**config.mk**
```make
export PLATFORM = sky130hd
export DESIGN_NAME = peak_trough_detector
export DESIGN_NICKNAME = d
export VERILOG_FILES = /design/src/hdl/ptd_pkg.sv /design/src/hdl/peak_trough_detector.sv /design/src/hdl/ptd_ctrl.sv /design/src/hdl/ptd_dp.sv
export SDC_FILE = /design/constraint.sdc
export NUM_CORES = 1
export LEC_CHECK = 0
export ABC_AREA = 1
export BUFFER_PORTS_ARGS = -buffer_cell sky130_fd_sc_hd__buf_4
export CAP_MARGIN = 5
export CORE_ASPECT_RATIO = 1.25
export CORE_MARGIN = 10
export CORE_UTILIZATION = 62
export DETAILED_ROUTE_END_ITERATION = 12
export GPL_TIMING_DRIVEN = 0
export PLACE_DENSITY = 0.88
export RECOVER_POWER = 25
export SLEW_MARGIN = 20
export SYNTH_ARGS = -nofsm -noshare
export SYNTH_HDL_FRONTEND = slang
export SYNTH_SLANG_ARGS = --single-unit
```
**constraint.sdc**
```tcl
create_clock -name clk -period 10.2 [get_ports clk]
set_clock_uncertainty 0.05 [all_clocks]
set_input_delay 1.02 -clock clk [delete_from_list [all_inputs] [get_ports clk]]
set_output_delay 1.02 -clock clk [all_outputs]
set_load 0.01 [all_outputs]
```
**src/hdl/ptd_pkg.sv**
```systemverilog
`timescale 1ns / 1ps

package ptd_pkg;

	localparam int SMP_W           = 16;
	localparam int IDX_W           = 16;
	localparam int KIND_W          = 2;
	localparam int THR_W           = 15;
	localparam int EXT_W           = 18;
	localparam int MAX_SAMPLES     = 65536;
	localparam int TREND_LOOKAHEAD = 4;
	localparam int CNT_W           = $clog2(MAX_SAMPLES + 1);
	localparam int RPL_W           = (TREND_LOOKAHEAD > 1) ? $clog2(TREND_LOOKAHEAD) : 1;

	localparam int DATA_W    = 32;
	localparam int ADDR_W    = 3;
	localparam int REG_IDX_W = ADDR_W - 2;

	localparam logic [REG_IDX_W-1:0] REG_THR   = '0;
	localparam logic [THR_W-1:0]     THR_RESET = THR_W'(2048);

	localparam logic signed [EXT_W-1:0] SENT_HIGH = EXT_W'(131071);
	localparam logic signed [EXT_W-1:0] SENT_LOW  = EXT_W'(-131072);

	localparam logic [KIND_W-1:0] KIND_TROUGH = 2'd0;
	localparam logic [KIND_W-1:0] KIND_PEAK   = 2'd1;
	localparam logic [KIND_W-1:0] KIND_SHORT  = 2'd2;

	typedef enum logic [1:0] {
		ST_IDLE,
		ST_REPLAY,
		ST_FLUSH
	} ptd_state_t;

	typedef struct packed {
		logic accept;
		logic replay;
		logic flush;
	} ptd_cmd_t;

	typedef struct packed {
		logic trend_start;
		logic pend_valid;
		logic out_free;
		logic replay_last;
	} ptd_sts_t;

	function automatic logic signed [EXT_W-1:0] sext(input logic signed [SMP_W-1:0] v);
		sext = {{(EXT_W - SMP_W){v[SMP_W-1]}}, v};
	endfunction

endpackage

```
**src/hdl/peak_trough_detector.sv**
```systemverilog
`timescale 1ns / 1ps

// outside the replay, a result appears in the output register in the cycle after its word is taken
// throughput: one word per cycle once a record is running, while the output register is free
// the fifth word of a record starts a replay: four buffered pairs go through the
// single pair evaluator, then a flush step releases any held result
// reset (arst_n low, asynchronous) clears record state and loads contrast_threshold = 2048

module peak_trough_detector (
	input  logic                              clk,
	input  logic                              arst_n,
	input  logic                              psel,
	input  logic                              penable,
	input  logic                              pwrite,
	input  logic [ptd_pkg::ADDR_W-1:0]        paddr,
	input  logic [ptd_pkg::DATA_W-1:0]        pwdata,
	output logic [ptd_pkg::DATA_W-1:0]        prdata,
	output logic                              pready,
	input  logic                              in_valid,
	output logic                              in_stall,
	input  logic signed [ptd_pkg::SMP_W-1:0]  sample,
	input  logic                              last_sample,
	output logic                              out_valid,
	input  logic                              out_stall,
	output logic [ptd_pkg::IDX_W-1:0]         extremum_index,
	output logic [ptd_pkg::KIND_W-1:0]        extremum_kind,
	output logic signed [ptd_pkg::SMP_W-1:0]  extremum_value,
	output logic                              last_of_run
);
	import ptd_pkg::*;

	logic [THR_W-1:0] thr_q;
	logic             reg_hit;
	ptd_cmd_t         cmd;
	ptd_sts_t         sts;

	assign pready  = 1'b1;
	assign reg_hit = (paddr[ADDR_W-1:2] == REG_THR);

	always_ff @(posedge clk or negedge arst_n) begin
		if (!arst_n) begin
			thr_q <= THR_RESET;
		end else if (psel && penable && pwrite && pready && reg_hit) begin
			thr_q <= pwdata[THR_W-1:0];
		end
	end

	always_comb begin
		prdata = '0;
		if (reg_hit) prdata = DATA_W'(thr_q);
	end

	ptd_ctrl u_ctrl (
		.clk      (clk),
		.arst_n   (arst_n),
		.in_valid (in_valid),
		.in_stall (in_stall),
		.sts      (sts),
		.cmd      (cmd)
	);

	ptd_dp u_dp (
		.clk            (clk),
		.arst_n         (arst_n),
		.cmd            (cmd),
		.sts            (sts),
		.thr            (thr_q),
		.sample         (sample),
		.last_sample    (last_sample),
		.out_valid      (out_valid),
		.out_stall      (out_stall),
		.extremum_index (extremum_index),
		.extremum_kind  (extremum_kind),
		.extremum_value (extremum_value),
		.last_of_run    (last_of_run)
	);

endmodule

```
**src/hdl/ptd_ctrl.sv**
```systemverilog
`timescale 1ns / 1ps

module ptd_ctrl (
	input  logic              clk,
	input  logic              arst_n,
	input  logic              in_valid,
	output logic              in_stall,
	input  ptd_pkg::ptd_sts_t sts,
	output ptd_pkg::ptd_cmd_t cmd
);
	import ptd_pkg::*;

	ptd_state_t state_q;
	ptd_state_t state_d;

	always_ff @(posedge clk or negedge arst_n) begin
		if (!arst_n) begin
			state_q <= ST_IDLE;
		end else begin
			state_q <= state_d;
		end
	end

	always_comb begin
		state_d = state_q;
		case (state_q)
			ST_IDLE: begin
				if (cmd.accept && sts.trend_start) state_d = ST_REPLAY;
			end
			ST_REPLAY: begin
				if (cmd.replay && sts.replay_last) state_d = ST_FLUSH;
			end
			ST_FLUSH: begin
				if (cmd.flush) state_d = ST_IDLE;
			end
			default: state_d = ST_IDLE;
		endcase
	end

	always_comb begin
		in_stall   = 1'b1;
		cmd        = '0;
		case (state_q)
			ST_IDLE: begin
				in_stall   = !sts.out_free;
				cmd.accept = in_valid && sts.out_free;
			end
			ST_REPLAY: begin
				// a pending word may need the output register
				cmd.replay = !sts.pend_valid || sts.out_free;
			end
			ST_FLUSH: begin
				cmd.flush = !sts.pend_valid || sts.out_free;
			end
			default: begin
				in_stall = 1'b1;
			end
		endcase
	end

`ifndef ASSERT_OFF
	a_stall_when_busy: assert property (@(posedge clk) disable iff (!arst_n)
		(state_q != ST_IDLE) |-> in_stall)
		else $error("input taken while replay in progress");

	a_replay_after_start: assert property (@(posedge clk) disable iff (!arst_n)
		(state_q == ST_REPLAY && $past(state_q) == ST_IDLE) |->
		$past(cmd.accept && sts.trend_start))
		else $error("replay entered without a trend start");

	a_flush_to_idle: assert property (@(posedge clk) disable iff (!arst_n)
		cmd.flush |=> state_q == ST_IDLE)
		else $error("flush did not return to idle");
`endif

endmodule

```
**src/hdl/ptd_dp.sv**
```systemverilog
`timescale 1ns / 1ps

module ptd_dp (
	input  logic                              clk,
	input  logic                              arst_n,
	input  ptd_pkg::ptd_cmd_t                 cmd,
	output ptd_pkg::ptd_sts_t                 sts,
	input  logic [ptd_pkg::THR_W-1:0]         thr,
	input  logic signed [ptd_pkg::SMP_W-1:0]  sample,
	input  logic                              last_sample,
	output logic                              out_valid,
	input  logic                              out_stall,
	output logic [ptd_pkg::IDX_W-1:0]         extremum_index,
	output logic [ptd_pkg::KIND_W-1:0]        extremum_kind,
	output logic signed [ptd_pkg::SMP_W-1:0]  extremum_value,
	output logic                              last_of_run
);
	import ptd_pkg::*;

	localparam logic [CNT_W-1:0] CNT_LOOK = CNT_W'(TREND_LOOKAHEAD);
	localparam logic [CNT_W-1:0] CNT_MAX  = CNT_W'(MAX_SAMPLES);
	localparam logic [RPL_W-1:0] RPL_LAST = RPL_W'(TREND_LOOKAHEAD - 1);

	// record state
	logic                    seek_q;
	logic signed [EXT_W-1:0] min_q;
	logic signed [EXT_W-1:0] max_q;
	logic [IDX_W-1:0]        minpos_q;
	logic [IDX_W-1:0]        maxpos_q;
	logic [CNT_W-1:0]        cnt_q;
	logic signed [SMP_W-1:0] prior_q;
	logic [RPL_W-1:0]        rpl_q;
	logic                    rec_last_q;
	logic                    pend_v_q;
	logic                    out_v_q;

	// startup shift line, sample 0 ends up at tap 0
	logic signed [SMP_W-1:0] tap_q [TREND_LOOKAHEAD+1];

	logic [IDX_W-1:0]        pend_idx_q;
	logic [KIND_W-1:0]       pend_kind_q;
	logic signed [SMP_W-1:0] pend_val_q;

	logic [IDX_W-1:0]        out_idx_q;
	logic [KIND_W-1:0]       out_kind_q;
	logic signed [SMP_W-1:0] out_val_q;
	logic                    out_last_q;

	// pair evaluation
	logic signed [SMP_W-1:0] y1;
	logic signed [SMP_W-1:0] y2;
	logic [IDX_W-1:0]        i1;
	logic signed [EXT_W-1:0] y1x;
	logic signed [EXT_W:0]   y2w;
	logic signed [EXT_W:0]   thr_x;
	logic signed [EXT_W:0]   lim_lo;
	logic signed [EXT_W:0]   lim_hi;
	logic signed [EXT_W-1:0] min_n;
	logic signed [EXT_W-1:0] max_n;
	logic [IDX_W-1:0]        minpos_n;
	logic [IDX_W-1:0]        maxpos_n;
	logic                    fire_t;
	logic                    fire_p;
	logic                    fire;
	logic                    seek_n;
	logic signed [EXT_W-1:0] min_after;
	logic signed [EXT_W-1:0] max_after;
	logic [IDX_W-1:0]        res_idx;
	logic [KIND_W-1:0]       res_kind;
	logic signed [SMP_W-1:0] res_val;
	logic                    out_free;
	logic                    pair_go;

	assign out_free = !out_v_q || !out_stall;
	assign pair_go  = cmd.replay || (cmd.accept && (cnt_q > CNT_LOOK));

	always_comb begin
		y1 = cmd.replay ? tap_q[0] : prior_q;
		y2 = cmd.replay ? tap_q[1] : sample;
		i1 = cmd.replay ? IDX_W'(rpl_q) : IDX_W'(cnt_q - CNT_W'(1));

		y1x   = sext(y1);
		y2w   = {{(EXT_W + 1 - SMP_W){y2[SMP_W-1]}}, y2};
		thr_x = $signed({{(EXT_W + 1 - THR_W){1'b0}}, thr});

		min_n    = min_q;
		minpos_n = minpos_q;
		if (seek_q && (y1x < min_q)) begin
			min_n    = y1x;
			minpos_n = i1;
		end
		max_n    = max_q;
		maxpos_n = maxpos_q;
		if (!seek_q && (y1x > max_q)) begin
			max_n    = y1x;
			maxpos_n = i1;
		end

		lim_lo = {min_n[EXT_W-1], min_n} + thr_x;
		lim_hi = {max_n[EXT_W-1], max_n} - thr_x;

		// the opposite extremum sits at its sentinel and seek_q gates both fires, so one pair fires at most once
		fire_t = seek_q && (y1x > min_n) && (y2w > lim_lo) && (y2 > y1);
		fire_p = !seek_q && (y1x < max_n) && (y2w < lim_hi) && (y2 < y1);
		fire   = fire_t || fire_p;

		seek_n    = fire ? !seek_q : seek_q;
		min_after = fire_t ? SENT_HIGH : min_n;
		max_after = fire_p ? SENT_LOW : max_n;

		res_idx  = fire_t ? minpos_n : maxpos_n;
		res_kind = fire_t ? KIND_TROUGH : KIND_PEAK;
		res_val  = fire_t ? min_n[SMP_W-1:0] : max_n[SMP_W-1:0];
	end

	always_ff @(posedge clk or negedge arst_n) begin
		if (!arst_n) begin
			seek_q     <= 1'b0;
			min_q      <= SENT_HIGH;
			max_q      <= SENT_LOW;
			minpos_q   <= '0;
			maxpos_q   <= '0;
			cnt_q      <= '0;
			prior_q    <= '0;
			rpl_q      <= '0;
			rec_last_q <= 1'b0;
			pend_v_q   <= 1'b0;
			out_v_q    <= 1'b0;
		end else begin
			if (out_v_q && !out_stall) out_v_q <= 1'b0;

			if (pair_go) begin
				seek_q   <= seek_n;
				min_q    <= min_after;
				max_q    <= max_after;
				minpos_q <= minpos_n;
				maxpos_q <= maxpos_n;
			end

			if (cmd.accept) begin
				prior_q    <= sample;
				rec_last_q <= last_sample;
				rpl_q      <= '0;
				if (cnt_q != CNT_MAX) cnt_q <= cnt_q + CNT_W'(1);
				if (cnt_q == CNT_LOOK) seek_q <= (tap_q[1] > sample);
				if ((cnt_q > CNT_LOOK) && fire) out_v_q <= 1'b1;
				if (last_sample && (cnt_q < CNT_LOOK)) out_v_q <= 1'b1;
				// end of record, unless the replay still has to run
				if (last_sample && (cnt_q != CNT_LOOK)) begin
					seek_q   <= 1'b0;
					min_q    <= SENT_HIGH;
					max_q    <= SENT_LOW;
					minpos_q <= '0;
					maxpos_q <= '0;
					cnt_q    <= '0;
					prior_q  <= '0;
				end
			end

			if (cmd.replay) begin
				rpl_q <= rpl_q + RPL_W'(1);
				if (fire) begin
					pend_v_q <= 1'b1;
					if (pend_v_q) out_v_q <= 1'b1;
				end
			end

			if (cmd.flush) begin
				if (pend_v_q) out_v_q <= 1'b1;
				pend_v_q <= 1'b0;
				if (rec_last_q) begin
					seek_q   <= 1'b0;
					min_q    <= SENT_HIGH;
					max_q    <= SENT_LOW;
					minpos_q <= '0;
					maxpos_q <= '0;
					cnt_q    <= '0;
					prior_q  <= '0;
				end
			end
		end
	end

	always_ff @(posedge clk) begin
		if (cmd.accept) begin
			if (cnt_q <= CNT_LOOK) begin
				for (int j = 0; j < TREND_LOOKAHEAD; j++) tap_q[j] <= tap_q[j+1];
				tap_q[TREND_LOOKAHEAD] <= sample;
			end
			if ((cnt_q > CNT_LOOK) && fire) begin
				out_idx_q  <= res_idx;
				out_kind_q <= res_kind;
				out_val_q  <= res_val;
				out_last_q <= 1'b1;
			end
			if (last_sample && (cnt_q < CNT_LOOK)) begin
				out_idx_q  <= '0;
				out_kind_q <= KIND_SHORT;
				out_val_q  <= '0;
				out_last_q <= 1'b1;
			end
		end

		if (cmd.replay) begin
			for (int j = 0; j < TREND_LOOKAHEAD; j++) tap_q[j] <= tap_q[j+1];
			if (fire) begin
				pend_idx_q  <= res_idx;
				pend_kind_q <= res_kind;
				pend_val_q  <= res_val;
				// older pending word is not the last of the run
				if (pend_v_q) begin
					out_idx_q  <= pend_idx_q;
					out_kind_q <= pend_kind_q;
					out_val_q  <= pend_val_q;
					out_last_q <= 1'b0;
				end
			end
		end

		if (cmd.flush && pend_v_q) begin
			out_idx_q  <= pend_idx_q;
			out_kind_q <= pend_kind_q;
			out_val_q  <= pend_val_q;
			out_last_q <= 1'b1;
		end
	end

	assign sts.trend_start = (cnt_q == CNT_LOOK);
	assign sts.pend_valid  = pend_v_q;
	assign sts.out_free    = out_free;
	assign sts.replay_last = (rpl_q == RPL_LAST);

	assign out_valid      = out_v_q;
	assign extremum_index = out_idx_q;
	assign extremum_kind  = out_kind_q;
	assign extremum_value = out_val_q;
	assign last_of_run    = out_last_q;

`ifndef ASSERT_OFF
	a_max_idle_in_trough: assert property (@(posedge clk) disable iff (!arst_n)
		seek_q |-> (max_q == SENT_LOW))
		else $error("running max left its sentinel during trough search");

	a_min_idle_in_peak: assert property (@(posedge clk) disable iff (!arst_n)
		!seek_q |-> (min_q == SENT_HIGH))
		else $error("running min left its sentinel during peak search");

	a_no_pend_on_accept: assert property (@(posedge clk) disable iff (!arst_n)
		cmd.accept |-> !pend_v_q)
		else $error("new word taken with a result still pending");
`endif

endmodule
```
After elaboration in Yosys (flattened, before gate mapping)
Memories as Yosys holds them, arrays and structs flattened.
Index checks and enable logic that the tools add are counted.
{"block": "classes", "eq_ne": 9, "bitwise_logic": 5, "magnitude_cmp": 12, "reduce_logical": 36, "addsub": 5, "n_mux": 107}
{"operator": "$mux W16", "n": 39}
{"operator": "$mux W18", "n": 14}
{"operator": "$mux W17", "n": 5}
{"operator": "$gt A16 B18 Y1", "n": 2}
{"operator": "$lt A16 B18 Y1", "n": 2}
{"operator": "$mux W1", "n": 35}
{"operator": "$gt A16 B16 Y1", "n": 2}
{"operator": "$mux W2", "n": 12}
{"operator": "$logic_and A1 B1 Y1", "n": 20}
{"operator": "$add A18 B16 Y19", "n": 1}
{"operator": "$gt A16 B19 Y1", "n": 1}
{"operator": "$lt A16 B19 Y1", "n": 1}
{"operator": "$sub A18 B16 Y19", "n": 1}
{"operator": "$add A17 B1 Y17 const B", "n": 1}
{"operator": "$eq A17 B3 Y1 const B", "n": 1}
{"operator": "$gt A17 B3 Y1 const B", "n": 1}
{"operator": "$le A17 B3 Y1 const B", "n": 1}
{"operator": "$lt A17 B3 Y1 const B", "n": 1}
{"operator": "$ne A17 B17 Y1 const B", "n": 1}
{"operator": "$ne A17 B3 Y1 const B", "n": 1}
{"operator": "$lt A16 B16 Y1", "n": 1}
{"operator": "$sub A16 B1 Y16 const B", "n": 1}
{"operator": "$mux W15", "n": 1}
{"operator": "$ne A2 B1 Y1 const B", "n": 3}
{"operator": "12 further kinds", "n": 26}
{"block": "totals", "inputBits": 59, "out_inout_bits": 70, "n_memories": 1, "ff_bits": 193, "ramBits": 80, "elab_cells": 195}
{"memory": "u_dp.tap_q", "depth": 5, "word_bits": 16, "rd": 5, "rd_clocked_by_memory_dff": 0, "wr": 5, "line": "ptd_dp.sv:38", "rtl": "logic signed [SMP_W-1:0] tap_q [TREND_LOOKAHEAD+1];"}

Depth between registers and ports, before layout
{"block": "depth", "ltp_word": 22, "ltp_mapped": 55, "mapped_depth_nobuf": 50}

Hierarchy
A second synthesis with hierarchy kept.
{"block": "hier_totals", "hier_cells": 2359, "hier_area_um2": 18368.9}
{"mod": "ptd_dp", "cells_per_inst": 2215, "instances": 1, "area_each_um2": 17319.1, "seq_area_each_um2": 6794.0}
{"mod": "peak_trough_detector", "cells_per_inst": 120, "instances": 1, "area_each_um2": 905.9, "seq_area_each_um2": 376.6}
{"mod": "ptd_ctrl", "cells_per_inst": 24, "instances": 1, "area_each_um2": 143.9, "seq_area_each_um2": 50.0}

Worst setup path after synthesis
OpenSTA, ideal clock, no wires.
{"block": "synth_path", "kind": "input-to-reg", "startpoint": "input out_stall", "endpoint": "register u_dp.pend_idx_q[0] (enable)", "setup_ns": 0.388, "n_path_buf": 4, "arrival_ns": 7.999, "path_slack_ns": 1.764, "required_time_ns": 9.762, "path_stages": 44, "cell_sequence": "nand3_2 nand2_2 buf_4 o21ai_0 ha_1 a21oi_1 nor2_1 a211oi_1 o21ai_0 a21oi_1 nand3b_1 nand3_4 buf_2 nand2_1 o21ai_1 ha_1 inv_1 fa_1 [... 8 more ...] nand2_1 a21oi_1 nor2_1 nor2_1 xor2_1 ha_1 a21oi_1 o21ai_0 a21oi_1 nand3_1 xor2_1 nor2_2 inv_2 nand2_2 buf_4 buf_6 nand2_1 inv_1"}
{"block": "synth_between", "elab_chain_len": 14, "elab_cells_between_ends": 28, "cone_classes": "add/sub: 2; order compare: 8; mux: 5; reduce/logical: 13"}
{"element": "start: declaration", "line": "peak_trough_detector.sv:24", "rtl": "input logic out_stall,"}
{"element": "$logic_not A1 Y1 (*)", "line": "ptd_dp.sv:74", "rtl": "assign out_free = !out_v_q || !out_stall;"}
{"element": "$logic_or A1 B1 Y1 (*)", "line": "ptd_dp.sv:74"}
{"element": "$logic_or A1 B1 Y1 (*)", "line": "ptd_ctrl.sv:50", "rtl": "cmd.replay = !sts.pend_valid || sts.out_free;"}
{"element": "$mux W1 (*)", "line": "ptd_ctrl.sv:43", "rtl": "case (state_q)"}
{"element": "$mux W16", "line": "ptd_dp.sv:78", "rtl": "y1 = cmd.replay ? tap_q[0] : prior_q;"}
{"element": "$lt A16 B18 Y1 or $gt A16 B18 Y1 (tied branches)", "line": "ptd_dp.sv:88, ptd_dp.sv:94"}
{"element": "$logic_and A1 B1 Y1, on equally long branches", "line": "ptd_dp.sv:88, ptd_dp.sv:94"}
{"element": "$mux W18, on equally long branches", "line": "ptd_dp.sv:88, ptd_dp.sv:94"}
{"element": "$add A18 B16 Y19, or another cell as far along", "line": "ptd_dp.sv:99", "rtl": "lim_lo = {min_n[EXT_W-1], min_n} + thr_x;"}
{"element": "$gt A16 B19 Y1, or another cell as far along", "line": "ptd_dp.sv:103", "rtl": "fire_t = seek_q && (y1x > min_n) && (y2w > lim_lo) && (y2 > y1);"}
{"element": "$logic_and A1 B1 Y1, on equally long branches (2 in a row)", "line": "ptd_dp.sv:103, ptd_dp.sv:104"}
{"element": "$logic_or A1 B1 Y1", "line": "ptd_dp.sv:105", "rtl": "fire = fire_t || fire_p;"}
{"element": "$reduce_and A2 Y1 (no line) (*)"}
{"element": "end signal: assignment", "line": "ptd_dp.sv:207", "rtl": "pend_idx_q <= res_idx;"}
{"element": "end: declaration", "line": "ptd_dp.sv:40", "rtl": "logic [IDX_W-1:0] pend_idx_q;"}
Mark *: on every way between the ends. The rest lies on a longest branch, timed or not.
A chain may end at the register's enable or synchronous reset.

Final worst setup path
{"block": "layout_path", "startpoint": "input out_stall", "endpoint": "register u_dp.pend_val_q[10] (enable)"}
{"block": "layout_between", "elab_chain_len": 14, "elab_cells_between_ends": 28, "cone_classes": "add/sub: 2; order compare: 8; mux: 5; reduce/logical: 13"}
{"element": "$logic_not A1 Y1 (*)", "line": "ptd_dp.sv:74"}
{"element": "$logic_or A1 B1 Y1 (*)", "line": "ptd_dp.sv:74"}
{"element": "$logic_or A1 B1 Y1 (*)", "line": "ptd_ctrl.sv:50"}
{"element": "$mux W1 (*)", "line": "ptd_ctrl.sv:43"}
{"element": "$mux W16", "line": "ptd_dp.sv:78"}
{"element": "$lt A16 B18 Y1 or $gt A16 B18 Y1 (tied branches)", "line": "ptd_dp.sv:88, ptd_dp.sv:94"}
{"element": "$logic_and A1 B1 Y1, on equally long branches", "line": "ptd_dp.sv:88, ptd_dp.sv:94"}
{"element": "$mux W18, on equally long branches", "line": "ptd_dp.sv:88, ptd_dp.sv:94"}
{"element": "$add A18 B16 Y19, or another cell as far along", "line": "ptd_dp.sv:99"}
{"element": "$gt A16 B19 Y1, or another cell as far along", "line": "ptd_dp.sv:103"}
{"element": "$logic_and A1 B1 Y1, on equally long branches (2 in a row)", "line": "ptd_dp.sv:103, ptd_dp.sv:104"}
{"element": "$logic_or A1 B1 Y1", "line": "ptd_dp.sv:105"}
{"element": "$reduce_and A2 Y1 (no line) (*)"}
{"element": "end signal: assignment", "line": "ptd_dp.sv:209", "rtl": "pend_val_q <= res_val;"}
{"element": "end: declaration", "line": "ptd_dp.sv:42", "rtl": "logic signed [SMP_W-1:0] pend_val_q;"}
Marks and branches as above.

==> qor.yml <==
status:
  status: "complete, but fails checks"
  failed_checks: "capacitance limit, slew limit"
logic_synthesis:
  synthFlopType: "edfxtp_1"
  syn-cell-area_mm2: 0.0181
  yosysMostFrequentCell: "nand2_1"
  yosysSeqAreaShare: 0.399
  async_flop_share: 0.456
  synth_top_family_by_area: "simple AND/OR/NAND/NOR gates"
  synthSimpleGateAreaFrac: 0.193
  postSynthCellCount: 2311
  avgSynthCellArea_um2: 7.84
  synthMuxAreaShare: 0
  synth_area_leaders: "edfxtp_1 (19%), dfrtp_1 (15%), ha_1 (12%)"
  synth-edff-count: 113
  synth_xor_area_frac: 0.0179
  synth_top_cell_by_area: "edfxtp_1"
  yosys_warnings: 0
  synth.top_cell.area_share: 0.187
  ys_ff_latch: 272
  synth.distinct_cells: 54
  synth_commonest_cells: "nand2_1 (529), inv_1 (339), a21oi_1 (203)"
  synth_adder_area_share: 0.122
  synth_compound_area_frac: 0.162
sta:
  clock.fmax_mhz: 103
  holdWs_ps: 365
  slew_headroom: -2.52
  finalCritPeriodShare: 0.949
  setup_viol: 0
  drv_slew: 127
  tightest_slew_ps: 5290
  rsz0062_at_grt: "no"
  hold_viol: 0
  fin_crit_ps: 9680
setup_path:
  cp_num_buf_inv: 9
  cp_slowest_cell: "o21ai_0"
  critPathMaxFanout: 33
  slowest_delay_ps: 980
  cpMostUsedCell: "nand2_1"
  critPathTopFamily: "compound AO/OA/AOI/OAI gates"
  crit_arrival_ps: 9840
  worstPathRequired_ps: 10360
  cp-start-kind: "input port"
  critPathKind: "in -> reg"
  endpoint_kind: "flip-flop"
  r2r_slack_ps: 570
route:
  drt_wl_total_mm: 54.9
  drc: 0
  dr.pass1.iters: 9
  drtIter0Drc: 1649
  vias: 16922
  antenna_left: 0
  drt-wirelength-per-cell_um: 19.1
  vias_per_cell: 5.90
global_route:
  gr-total-overflow: 0
  grt_pass1_wl_mm: 86.5
  grt_pass1_vias: 16654
  grtUsageTotal: 0.292
  antenna_found_initial: 0
  grt_max_degree: 94
clock_network:
  cts_tree: "yes"
  clk_latency_ps: 590
  cts_buffer_depth: 3
  path_clk_slew_ps: 60
  htree_levels: 1
  cts_sinks: 272
  cts_root_buffer: "clkbuf_16"
  post_cts_resized: 0
  cts_buffers: 29
  cts_setup_buffers: 0
  postCtsHoldBufs: 0
flow_run:
  drv_cap: 2
finish:
  area_growth_pct: 12.2
  drive_gt1_frac: 0.0988
  final_util: 0.709
  final_cell_count_no_fill: 2870
  fill_cells: 2321
  diodes: 0
  fin_nets: 2692
floorplan:
  die_h_um: 211
  dieArea_mm2: 0.0365
  ioPinCount: 129
  num_rows: 69
  core_area_mm2: 0.0287
  die_w_um: 173
  start_util: 0.632
placement:
  gp_congestion: 1.01
  io_buffer_count: 90
  dp.cells: 2816
  place_hpwl_mm: 42.0
worst_hold_path:
  hold_class: "reg -> reg"
==> placed cells by master (no fill, tap or decap), drive strengths merged, types with 2 or more instances in the layout <==
cell type,count
nand2,534
inv,348
a21oi,203
o21ai,201
ha,174
nor2,151
buf,148
edfxtp,113
dfrtp,105
clkbuf,104
nand3,86
o211ai,49
dfxtp,35
xor2,32
nand4,28
nor3,28
a211oi,27
dfstp,19
conb,18
nor4,11
clkinv,10
o21bai,9
o221ai,6
xnor2,5
a31oi,4
o21a,4
a21o,3
nor3b,3
clkinvlp,3
o2111ai,2
fa,2
bufinv,2
a2111oi,2
==> sequential cells by signal (all words and copies together) (netlist names), 15 cells and up <==
| register | cells |
|---|---|
| u_dp.extremum_index | 16 |
| u_dp.min_q | 18 |
| u_dp.prior_q | 16 |
| u_dp.tap_q | 80 |
| thr_q | 15 |
| u_dp.extremum_value | 16 |
| u_dp.cnt_q | 17 |
| u_dp.minpos_q | 16 |
| u_dp.maxpos_q | 16 |
| u_dp.pend_val_q | 16 |
| u_dp.pend_idx_q | 16 |
| u_dp.max_q | 18 |
==> cell type report <==
type / count / area (um^2) / share of cell area
flip-flops and latches: 272 / 7220 / 0.355
repair buffers: 99 / 719 / 0.0354
plain buffers: 114 / 604 / 0.0297
clock buffers: 39 / 773 / 0.0380
inverters: 348 / 1310 / 0.0643
well taps: 390 / 488 / 0.0240
multi-input cells: 1593 / 9060 / 0.446
clock inverters: 15 / 156 / 0.00769
==> metrics by stage <==
step	setup slack (ps)	cell area (um^2)	TNS, ps
floorplan	1760	18200	0
global placement	-487	19300	-16000
detailed placement	193	19500	0
CTS	747	20400	0
global route	137	20300	0
finish	521	20300	0
==> cells by family (layout without fill, tap and decap cells) <==
kind of cell	after synthesis	after routing
xor+xnor	37	37
other cells	2	18
flops	272	272
compound gates	518	518
buf+inv	462	615
simple gates	844	844
fa+ha+maj	176	176
==> routing by layer <==
metal	up-vias	global-route usage	share of wire
met4	0	0.166	0.061
li1	7959	-	-
met1	7856	0.333	0.38
met2	892	0.511	0.48
met3	215	0.0477	0.085
met5	-	0	0
==> worst paths after layout <==
kind                                                    start                             to  depth (start not counted)
worst max-delay path                                out_stall  u_dp.pend_val_q[10]$_DFFE_PP_                         41
worst min-delay path               u_dp.tap_q[1][0]$_DFFE_PP_    u_dp.tap_q[0][48]$_DFFE_PP_                          0
worst max register to register  u_ctrl.state_q[1]$_DFFE_PN0P_  u_dp.pend_val_q[10]$_DFFE_PP_                         40
worst min register to register     u_dp.tap_q[1][0]$_DFFE_PP_    u_dp.tap_q[0][48]$_DFFE_PP_                          0
max in group asynchronous                              arst_n        u_dp.cnt_q[9]$_DFF_PN0_                          2
min in group asynchronous                              arst_n           thr_q[7]$_DFFE_PN0P_                          1
Power is left out: the tool's default activity adds up to more than one toggle a clock period on the data nets, which glitch-free logic cannot reach.
